<file path="config.mk">
export PLATFORM = sky130hd
export DESIGN_NAME = ats_front
export DESIGN_NICKNAME = d
export VERILOG_FILES = /design/src/sv/ats_pkg.sv /design/src/sv/ats_front.sv
export SDC_FILE = /design/constraint.sdc
export NUM_CORES = 1
export LEC_CHECK = 0
export BUFFER_PORTS_ARGS = -buffer_cell sky130_fd_sc_hd__buf_2
export CAP_MARGIN = 20
export CORE_AREA = 2 2 204 206
export DETAILED_ROUTE_END_ITERATION = 8
export DIE_AREA = 0 0 206 208
export HOLD_SLACK_MARGIN = 0.06
export PLACE_DENSITY = 0.74
export REMOVE_ABC_BUFFERS = 1
export SLEW_MARGIN = 25
export SYNTH_ARGS = -nofsm -noshare
export SYNTH_HDL_FRONTEND = slang
export SYNTH_SLANG_ARGS = --single-unit
</file>
<file path="constraint.sdc">
create_clock -name clk -period 13.2 [get_ports clk]
set_input_delay 1.32 -clock clk [delete_from_list [all_inputs] [get_ports clk]]
set_output_delay 1.32 -clock clk [all_outputs]
set_load 0.005 [all_outputs]
</file>
<file path="src/sv/ats_pkg.sv">
package ats_pkg;

	localparam int unsigned STACK_DEPTH_DEF = 256;
	localparam int unsigned COEF_W = 32;
	localparam logic signed [31:0] ONE_Q16 = 32'sd65536;
	localparam logic signed [31:0] SAT_MAX = 32'sh7fffffff;
	localparam logic signed [31:0] SAT_MIN = 32'sh80000000;

	typedef enum logic [1:0] {
		OP_PUSH  = 2'd0,
		OP_POP   = 2'd1,
		OP_XFORM = 2'd2,
		OP_RESET = 2'd3
	} op_t;

	// back end sequencer states
	typedef enum logic [2:0] {
		ST_IDLE, ST_READ, ST_MUL, ST_SUM, ST_DONE
	} st_t;

	typedef struct packed {
		op_t                op;
		logic signed [31:0] ma;
		logic signed [31:0] mb;
		logic signed [31:0] mc;
		logic signed [31:0] md;
		logic signed [31:0] me;
		logic signed [31:0] mf;
		logic signed [31:0] px;
		logic signed [31:0] py;
	} cmd_t;

	typedef struct packed {
		logic signed [31:0] x;
		logic signed [31:0] y;
		logic               dropped;
		logic [7:0]         level;
	} res_t;

	typedef struct packed {
		logic signed [31:0] a;
		logic signed [31:0] b;
		logic signed [31:0] c;
		logic signed [31:0] d;
		logic signed [31:0] e;
		logic signed [31:0] f;
	} mat_t;

	// round half up of the q32.32 sum, add the q16.16 term, saturate
	function automatic logic signed [31:0] fin(input logic signed [64:0] s,
		input logic signed [31:0] t);
		logic signed [50:0] r;
		r = 51'($signed(s[64:16])) + 51'(s[15]) + 51'(t);
		if (r > 51'(SAT_MAX))
			fin = SAT_MAX;
		else if (r < 51'(SAT_MIN))
			fin = SAT_MIN;
		else
			fin = r[31:0];
	endfunction

endpackage

</file>
<file path="src/sv/ats_front.sv">
// input queue: takes words and holds them for the back end
module ats_front import ats_pkg::*; (
	input  logic clk,
	input  logic arst_n,
	input  logic push,
	output logic full,
	input  cmd_t cmd_in,
	output logic cmd_valid,
	input  logic cmd_take,
	output cmd_t cmd_out
);
	cmd_t mem_q [2];
	logic wp_q, rp_q;
	logic [1:0] cnt_q;
	logic wr, rd;

	assign full = (cnt_q == 2'd2);
	assign cmd_valid = (cnt_q != 2'd0);
	assign cmd_out = mem_q[rp_q];
	assign wr = push && !full;
	assign rd = cmd_take && cmd_valid;

	// storage
	always_ff @(posedge clk) begin
		if (wr)
			mem_q[wp_q] <= cmd_in;
	end

	// pointers
	always_ff @(posedge clk or negedge arst_n) begin
		if (!arst_n) begin
			wp_q <= 1'b0;
			rp_q <= 1'b0;
			cnt_q <= 2'd0;
		end else begin
			if (wr)
				wp_q <= !wp_q;
			if (rd)
				rp_q <= !rp_q;
			cnt_q <= cnt_q + 2'(wr) - 2'(rd);
		end
	end
endmodule

</file>
# Word level (Yosys, flattened, before mapping)
# Memories as Yosys holds them, arrays and structs flattened.
# Index checks and enable logic that the tools add are counted.
word_totals:
  inputBits: 262
  regBits: 4
  mem_bits_rw: 516
  mem_count: 1
op_classes:
  n_reduce_logical: 6
  n_eq_ne: 1
  muxes: 2
  n_addsub: 2
memory_table:
  columns: ["name", "depth", "width", "read_ports", "rd_ports_with_merged_regs", "wr", "line_no", "source"]
  rows:
  - ["mem_q", 2, 258, 1, 0, 1, "ats_front.sv:12", "cmd_t mem_q [2];"]
op_table:
  columns: ["cell", "count"]
  rows:
  - ["$logic_not 1->1", 3]
  - ["$add 2x1->2", 1]
  - ["$eq 2x2->1 const B", 1]
  - ["$logic_and 1x1->1", 2]
  - ["$mux 1", 2]
  - ["$reduce_bool 2->1", 1]
  - ["$sub 2x1->2", 1]

# Longest topological paths before layout
# Gate-level depths: netlist of the first run.
depth:
  ltp_word: 5
  depth_mapped: 7
  ltp_nobuf: 7

# Least setup slack after synthesis of the first run
# OpenSTA, ideal clock, no wires.
synth_path:
  path_kind: "input to register"
  from: "in push"
  to: "mem mem_q[0][0] (netlist name) (enable)"
  setup_slack_ns: 0.219
  arrival_time_ns: 12.100
  path_buffers: 0
  stages: 2
  setup_ns: 0.881
  path_cell_list: "nand2_1 nor2_1"
synth_between:
  elab_chain_len: 3
synth_lines:
  columns: ["element", "line_no", "source"]
  rows:
  - ["start: declaration", "ats_front.sv:5", "input logic push,"]
  - ["$logic_and 1x1->1", "ats_front.sv:20", "assign wr = push && !full;"]
  - ["$mux 1", "ats_front.sv:25", "if (wr)"]
  - ["$mux 1 (not written as such)", "ats_front.sv:26", "mem_q[wp_q] <= cmd_in;"]
  - ["end: declaration", "ats_front.sv:12", null]
# No other way between the ends.

==> impl_results.md, run 1 <==
* Reg2reg start: cnt_q[1]
* Initial core utilization at between 40% and 50%
* Largest cells by area after synthesis: edfxtp_1 79%, mux2_4 15%, mux2_2 3.2%
* Clk_skew at around 0.02 ns
* Die Footprint at between 0.04 and 0.05 mm^2
* Rel. slew slack at about 34%
* Final ANT Viol Nets at 0
* Status: finished clean
* Hold Path Stages at 1
* Total CTS buffers at 50
* Setup Viol. Count Final at 0
* Crit path top cell by count: buf_4
* Avg WL per Cell at ~21 um
* Vias at slightly below 10k
* Hpwl dp at between 20000 and 30000 um
* Setup_tns at 0 ns
* P&R area growth vs syn at 23.9%
* Crit-path slowest cell: dfrtp_4
* Max frequency at 0.194 GHz
* Netlist cell types at 16
* Hold path endpoint: cnt_q[0]
* GRT Util Overall at about 18%
* Kind of end point of the critical path: output port
* Synth warnings at 0
* Post-route setup slack at 8.04 ns
* Initial antenna violation count at 17
* Max VDD drop at 0.206 mV
* Area of the mapped netlist at roughly 0.020 mm^2
* DR pass1 iterations at 5
* R2r setup slk at around 9.8 ns
* Max Cap Viol at 0
* Pin count of the biggest net entering global routing at 80
* CP peak stage delay at about 1.1 ns
* Largest area contributor in the netlist: edfxtp_1
* Mapped Cells at roughly 800
* Crit path DAT at roughly 3.8 ns
* Final Max Tran Viols at 0
* WP data required at approximately 12 ns
* Placed inst area at between 0.02 and 0.025 mm^2
* Clock tree buffer depth at 3
* Crit path launch type: flip-flop
* Clock sinks at 520
* Die height at between 200 and 250 um
* Hold Path Origin: cnt_q[0]
* Hold buffer count at cts at 0
* IO buf count at between 500 and 600
* RSZ-0062 raised after global routing: no
* Post-synth top area share at around four fifths
* Top cell family by delay on the critical path: buffers and inverters
* H-tree levels at 2
* Filler Cell Count at between 3k and 4k
* Post_cts resized at 0
* Worst-Margin Slew at slightly below 1 ns
* Final hold vios at 0
* Final Cell Area at around 0.024 mm^2
* Global-route wire length before repair at ~58000 um
* Vias per cell at approximately 4.9
* Total Routed Length at 40900 um
* CP startpoint: rp_q
* DRC violations left at 0
* Synthesized area per cell at approximately 24 um^2
* Postcts setup bufs at 0
* Gpl congestion at 0.794
* HP Class: flip-flop to flip-flop
* Sequential fraction of the synthesis area at around four fifths
* Number of global-route vias before repair at about 10k
* Clock-pin slew on the worst setup and hold paths at around 0.06 ns
* Final Cycle Share at approximately 39%
* CP bufs+invs at 3
* TritonCTS clock tree: built
* Leak pwr at just under 10 nW
* Worst r2r dst: mem_q[0][190]
* WS Path Type: flip-flop to output port
* Share of layout cells above drive strength 1 at between 60 and 70%
* # IOs at between 500 and 600
* Horiz. Die Dim at 206 um
* Clk root buf: clkbuf_16
* #FFs+latches synth at 520
* Skew-Pair Late Insertion Delay at approximately 0.56 ns
* Min Tclk post-route at approximately 5.2 ns
* Pre-CTS WS at between 8 and 9 ns
* R2R depth at 5
* Drt initial violations at roughly 500
* CP max FO at 60
* Grt ovf at 0
* Core Area at just over 0.04 mm^2
* Site row count at 74
* Pwr Density at ~220 mW/mm^2
* Critical-path cell list: buf_4 -> buf_4 -> mux2_4 -> buf_2
* Nets at 1640
[synthesized netlist by cell type]
master	instances
ha_1	2
or2_2	1
buf_2	4
xnor2_1	3
dfrtp_1	4
mux2_2	56
mux2_4	202
buf_6	25
and2_1	1
xor2_1	1
edfxtp_1	516
nand2_1	1
and3_1	1
inv_1	2
nor2_1	1
nand2b_1	1
[placed cells by master, fill, tap and decap left out, types with 5 or more instances in the layout]
master	Yosys	layout
clkbuf_1	0	14
edfxtp_1	516	516
buf_4	0	8
clkinv_2	0	5
buf_2	4	521
mux2_2	56	56
diode_2	0	10
mux2_4	202	202
clkbuf_16	0	53
clkinv_1	0	10
[cells by family (layout without fill, tap and decap cells)]
group / after synthesis / in the layout / synth area share [%]
flops: 520 / 520 / 79.3
mux: 258 / 258 / 18.6
buf+inv: 31 / 625 / 1.57
simple gates: 6 / 6 / 0.166
xor+xnor: 4 / 4 / 0.178
fa+ha+maj: 2 / 2 / 0.127
other cells: 0 / 10 / 0
[stage by stage]
stage,power (mW),instances,util [%],hold slack [ns]
CTS,5.41,1947,60.0,0.515
global route,5.57,1955,60.1,0.528
finish,5.34,1957,60.1,0.519
global placement,4.00,1856,56.1,0.495
detailed placement,4.03,1856,56.1,0.510
floorplan,3.93,792,-,0.461
[cell type report]
cell class | instances | area (um^2) | share of cell area, %
clock inverter | 22 | 186 | 0.765
antenna | 10 | 25.0 | 0.103
sequential | 520 | 15600 | 64.0
inverter | 2 | 7.51 | 0.0308
clock buffer | 69 | 1410 | 5.77
multi-input combinational | 270 | 3770 | 15.5
tap | 532 | 666 | 2.73
timing repair buffer | 532 | 2700 | 11.1
[worst max-delay path by stage]
| stage | end | slack [ns] | cells after the start |
|---|---|---|---|
| floorplan | mem_q[0][0] | 0.22 | 2 |
| global placement | cmd_out[190] | 8.66 | 4 |
| detailed placement | cmd_out[183] | 8.57 | 4 |
| CTS | cmd_out[183] | 7.95 | 4 |
| global route | cmd_out[57] | 7.84 | 4 |
| finish | cmd_out[183] | 8.04 | 4 |
[layer usage]
layer	track usage (%)	share of wire [%]
met5	0	0.28
met1	21.2	38
met4	7.19	2.8
met3	6.03	8.6
met2	31.1	51
[flip-flops by register name, indices dropped and copies added, names as in the netlist]
name / flops
mem_q: 516
cnt_q: 2
rp_q: 1
wp_q: 1
[power by group]
group | switching, mW | leakage [nW] | internal [mW]
clock | 0.565 | 0.775 | 0.802
combinational | 0.742 | 4.04 | 0.837
sequential | 0.129 | 4.84 | 2.26
total | 1.44 | 9.65 | 3.90
Power figures use the tool's default switching activity.
==> run 2, diff against run 1 <==
--- a/config.mk
+++ b/config.mk
@@ -7,11 +7,11 @@
 export LEC_CHECK = 0
 export BUFFER_PORTS_ARGS = -buffer_cell sky130_fd_sc_hd__buf_2
 export CAP_MARGIN = 20
-export CORE_AREA = 2 2 204 206
+export CORE_MARGIN = 2
+export CORE_UTILIZATION = 47
 export DETAILED_ROUTE_END_ITERATION = 8
-export DIE_AREA = 0 0 206 208
 export HOLD_SLACK_MARGIN = 0.06
-export PLACE_DENSITY = 0.74
+export PLACE_DENSITY = 0.75
 export REMOVE_ABC_BUFFERS = 1
 export SLEW_MARGIN = 25
 export SYNTH_ARGS = -nofsm -noshare
==> constraint.sdc (replaced) <==
create_clock -name clk -period 4.3 [get_ports clk]
set_input_delay 0.43 -clock clk [delete_from_list [all_inputs] [get_ports clk]]
set_output_delay 0.43 -clock clk [all_outputs]
set_load 0.005 [all_outputs]
==> run 2 against run 1 <==
  * Clock power rose to 3.3 times the previous value
  * Utilization up 6.4 points
  * Register-to-register slack got worse by 7.8 ns
  * Sequential cell count unchanged
  * Highest routed layer is now met4
  * Cell count is 14% higher
  * Largest power group unchanged
==> impl_results.md, run 2 (same netlist as run 1, synthesis figures left out) <==
* Total power at 17.2 mW (+220%)
* Avg WL per Cell at 21.6 um (+3.4%)
* Clk root buf: clkbuf_16
* WP data required at 3.87 ns (-8.01 ns)
* Worst-Margin Slew at 0.987 ns (+0.000929 ns)
* Share of layout cells above drive strength 1 at 52.5% (-8.4 points)
* Global-route wire length before repair at 70600 um (+21%)
* Largest register FFs at 516 (unchanged)
* P&R area growth vs syn at 38.6%
* CP max FO at 51 (-15%)
* Hold_ws at 0.104 ns (-0.416 ns)
* RSZ-0062 raised after global routing: no
* Total Routed Length at 48000 um (+18%)
* HP Class: input port to flip-flop
* Die height at 209 um (+0.25%)
* Hpwl dp at 29400 um (+2.8%)
* H-tree levels at 2 (unchanged)
* Post_cts resized at 0 (unchanged)
* Rel. slew slack at 34.2% (-0.062 points)
* Initial antenna violation count at 3 (-14)
* Nets at 1912 (+17%)
* Max Cap Viol at 0 (unchanged)
* Most frequent cells in the layout: 521 x buf_2, 516 x edfxtp_1, 258 x dlygate4sd3_1, 202 x mux2_4, 56 x mux2_2
* DR pass1 iterations at 5 (unchanged)
* Pin count of the biggest net entering global routing at 74 (-7.5%)
* # IOs at 522 (unchanged)
* Setup_tns at 0 ns (unchanged)
* Grt ovf at 0 (unchanged)
* Area taken by flip-flops and latches at 0.0156 mm^2 (unchanged)
* IO buf count at 521 (unchanged)
* Initial core utilization at 47.9% (-0.55 points)
* Routed wl met2 at 25300 um (+22%)
* Final Max Tran Viols at 0 (unchanged)
* Skew-Pair Late Insertion Delay at 0.58 ns (+0.02 ns)
* Clock sinks at 520 (unchanged)
* Max VDD drop at 0.510 mV (+150%)
* Clk_skew at 0.0190 ns (-0.00107 ns)
* Multi-input logic area at 0.00377 mm^2 (unchanged)
* Clock tree buffer depth at 3 (unchanged)
* Total CTS buffers at 50 (unchanged)
* Site row count at 74 (unchanged)
* Hold buffer count at cts at 258 (+258)
* Status: finished clean
* Final ANT Viol Nets at 0 (unchanged)
* Placed cells at 1870 (+0.75%)
* Die Footprint at 0.0435 mm^2 (+1.5%)
* Clock-pin slew on the worst setup and hold paths at 0.06 ns (about the same)
* GRT Util Overall at 21.5% (+3.3 points)
* Number of global-route vias before repair at 12.1k (+19%)
* TritonCTS clock tree: built
* Vias per cell at 4.98 (+0.69%)
* Max frequency at 0.322 GHz
* Postcts setup bufs at 0 (unchanged)
* Filler Cell Count at 2587 (-14%)
* DRC violations left at 0 (unchanged)
* Pwr Density at 632 mW/mm^2 (+190%)
* Top reg by flops: mem_q
* WS Path Type: flip-flop to output port
* Top sig layer: met4
* Leak pwr at 10.9 nW (+13%)
* Final Non-Filler Cells at 2225 (+14%)
* Vias at 11.1k (+14%)
* Min Tclk post-route at just over 3 ns
* Horiz. Die Dim at 209 um (+1.2%)
* Final Cycle Share at 72.2%
* Crit path DAT at 2.67 ns (-1.17 ns)
* Drt initial violations at 636 (+27%)
* Met1 WL at 17500 um (+14%)
* Final hold vios at 0 (unchanged)
* Gpl congestion at 0.843 (+6.2%)
* Kind of end point of the critical path: output port
* Crit path launch type: flip-flop
* Commonest non-fill, non-tap cell in the layout: buf_2
* Setup Viol. Count Final at 0 (unchanged)
* Core Area at 0.0410 mm^2 (+1.1%)
* Largest regs: mem_q (516), cnt_q (2)
* Met3 WL at 3590 um (+1.6%)
[run 2: through the flow]
| step | utilization, % | setup WS (ns) | instance area (um^2) |
|---|---|---|---|
| after floorplan | - | -7.86 | 19400 |
| after global placement | 56.0 | 1.86 | 23000 |
| after detailed placement | 56.0 | 1.79 | 23000 |
| after CTS | 66.4 | 1.14 | 27200 |
| after global routing | 66.4 | 1.08 | 27200 |
| final | 66.4 | 1.20 | 27300 |
[run 2: layout make-up]
cell class	instances	share of cell area, %
clock inverters	37	1.32
well taps	532	2.44
flip-flops and latches	520	57.2
diodes	4	0.0367
inverters	2	0.0275
multi-input cells	270	13.8
clock buffers	56	4.91
repair buffers	804	20.2
[run 2: report_power, final]
group	switching (mW)	internal, mW
Sequential	0.422	6.92
Clock	1.84	2.66
Combinational	2.53	2.86
Total	4.79	12.4
[run 2: critical path, stage by stage, from the launching register on]
cell	delay, ns
dfrtp_4	1.02
buf_4	0.50
mux2_2	0.41
buf_2	0.14
[run 2: worst paths after layout]
check / startpoint / endpoint / slack (ns) / cells past startpoint
worst max register to register: cnt_q[1] / mem_q[0][178] / 1.98 / 4
worst min register to register: cnt_q[0] / cnt_q[0] / 0.52 / 1
worst max-delay path: rp_q / cmd_out[16] / 1.20 / 3
max in group asynchronous: arst_n / rp_q / 3.94 / 2
worst min-delay path: cmd_in[85] / mem_q[0][85] / 0.10 / 1
min in group asynchronous: arst_n / wp_q / 0.22 / 2
[run 2: routing by layer]
layer / vias to the layer above / GRT usage, %
met4: 0 / 9.30
met3: 96 / 5.83
met1: 5549 / 23.9
met5: - / 0
met2: 496 / 38.8
li1: 4941 / -
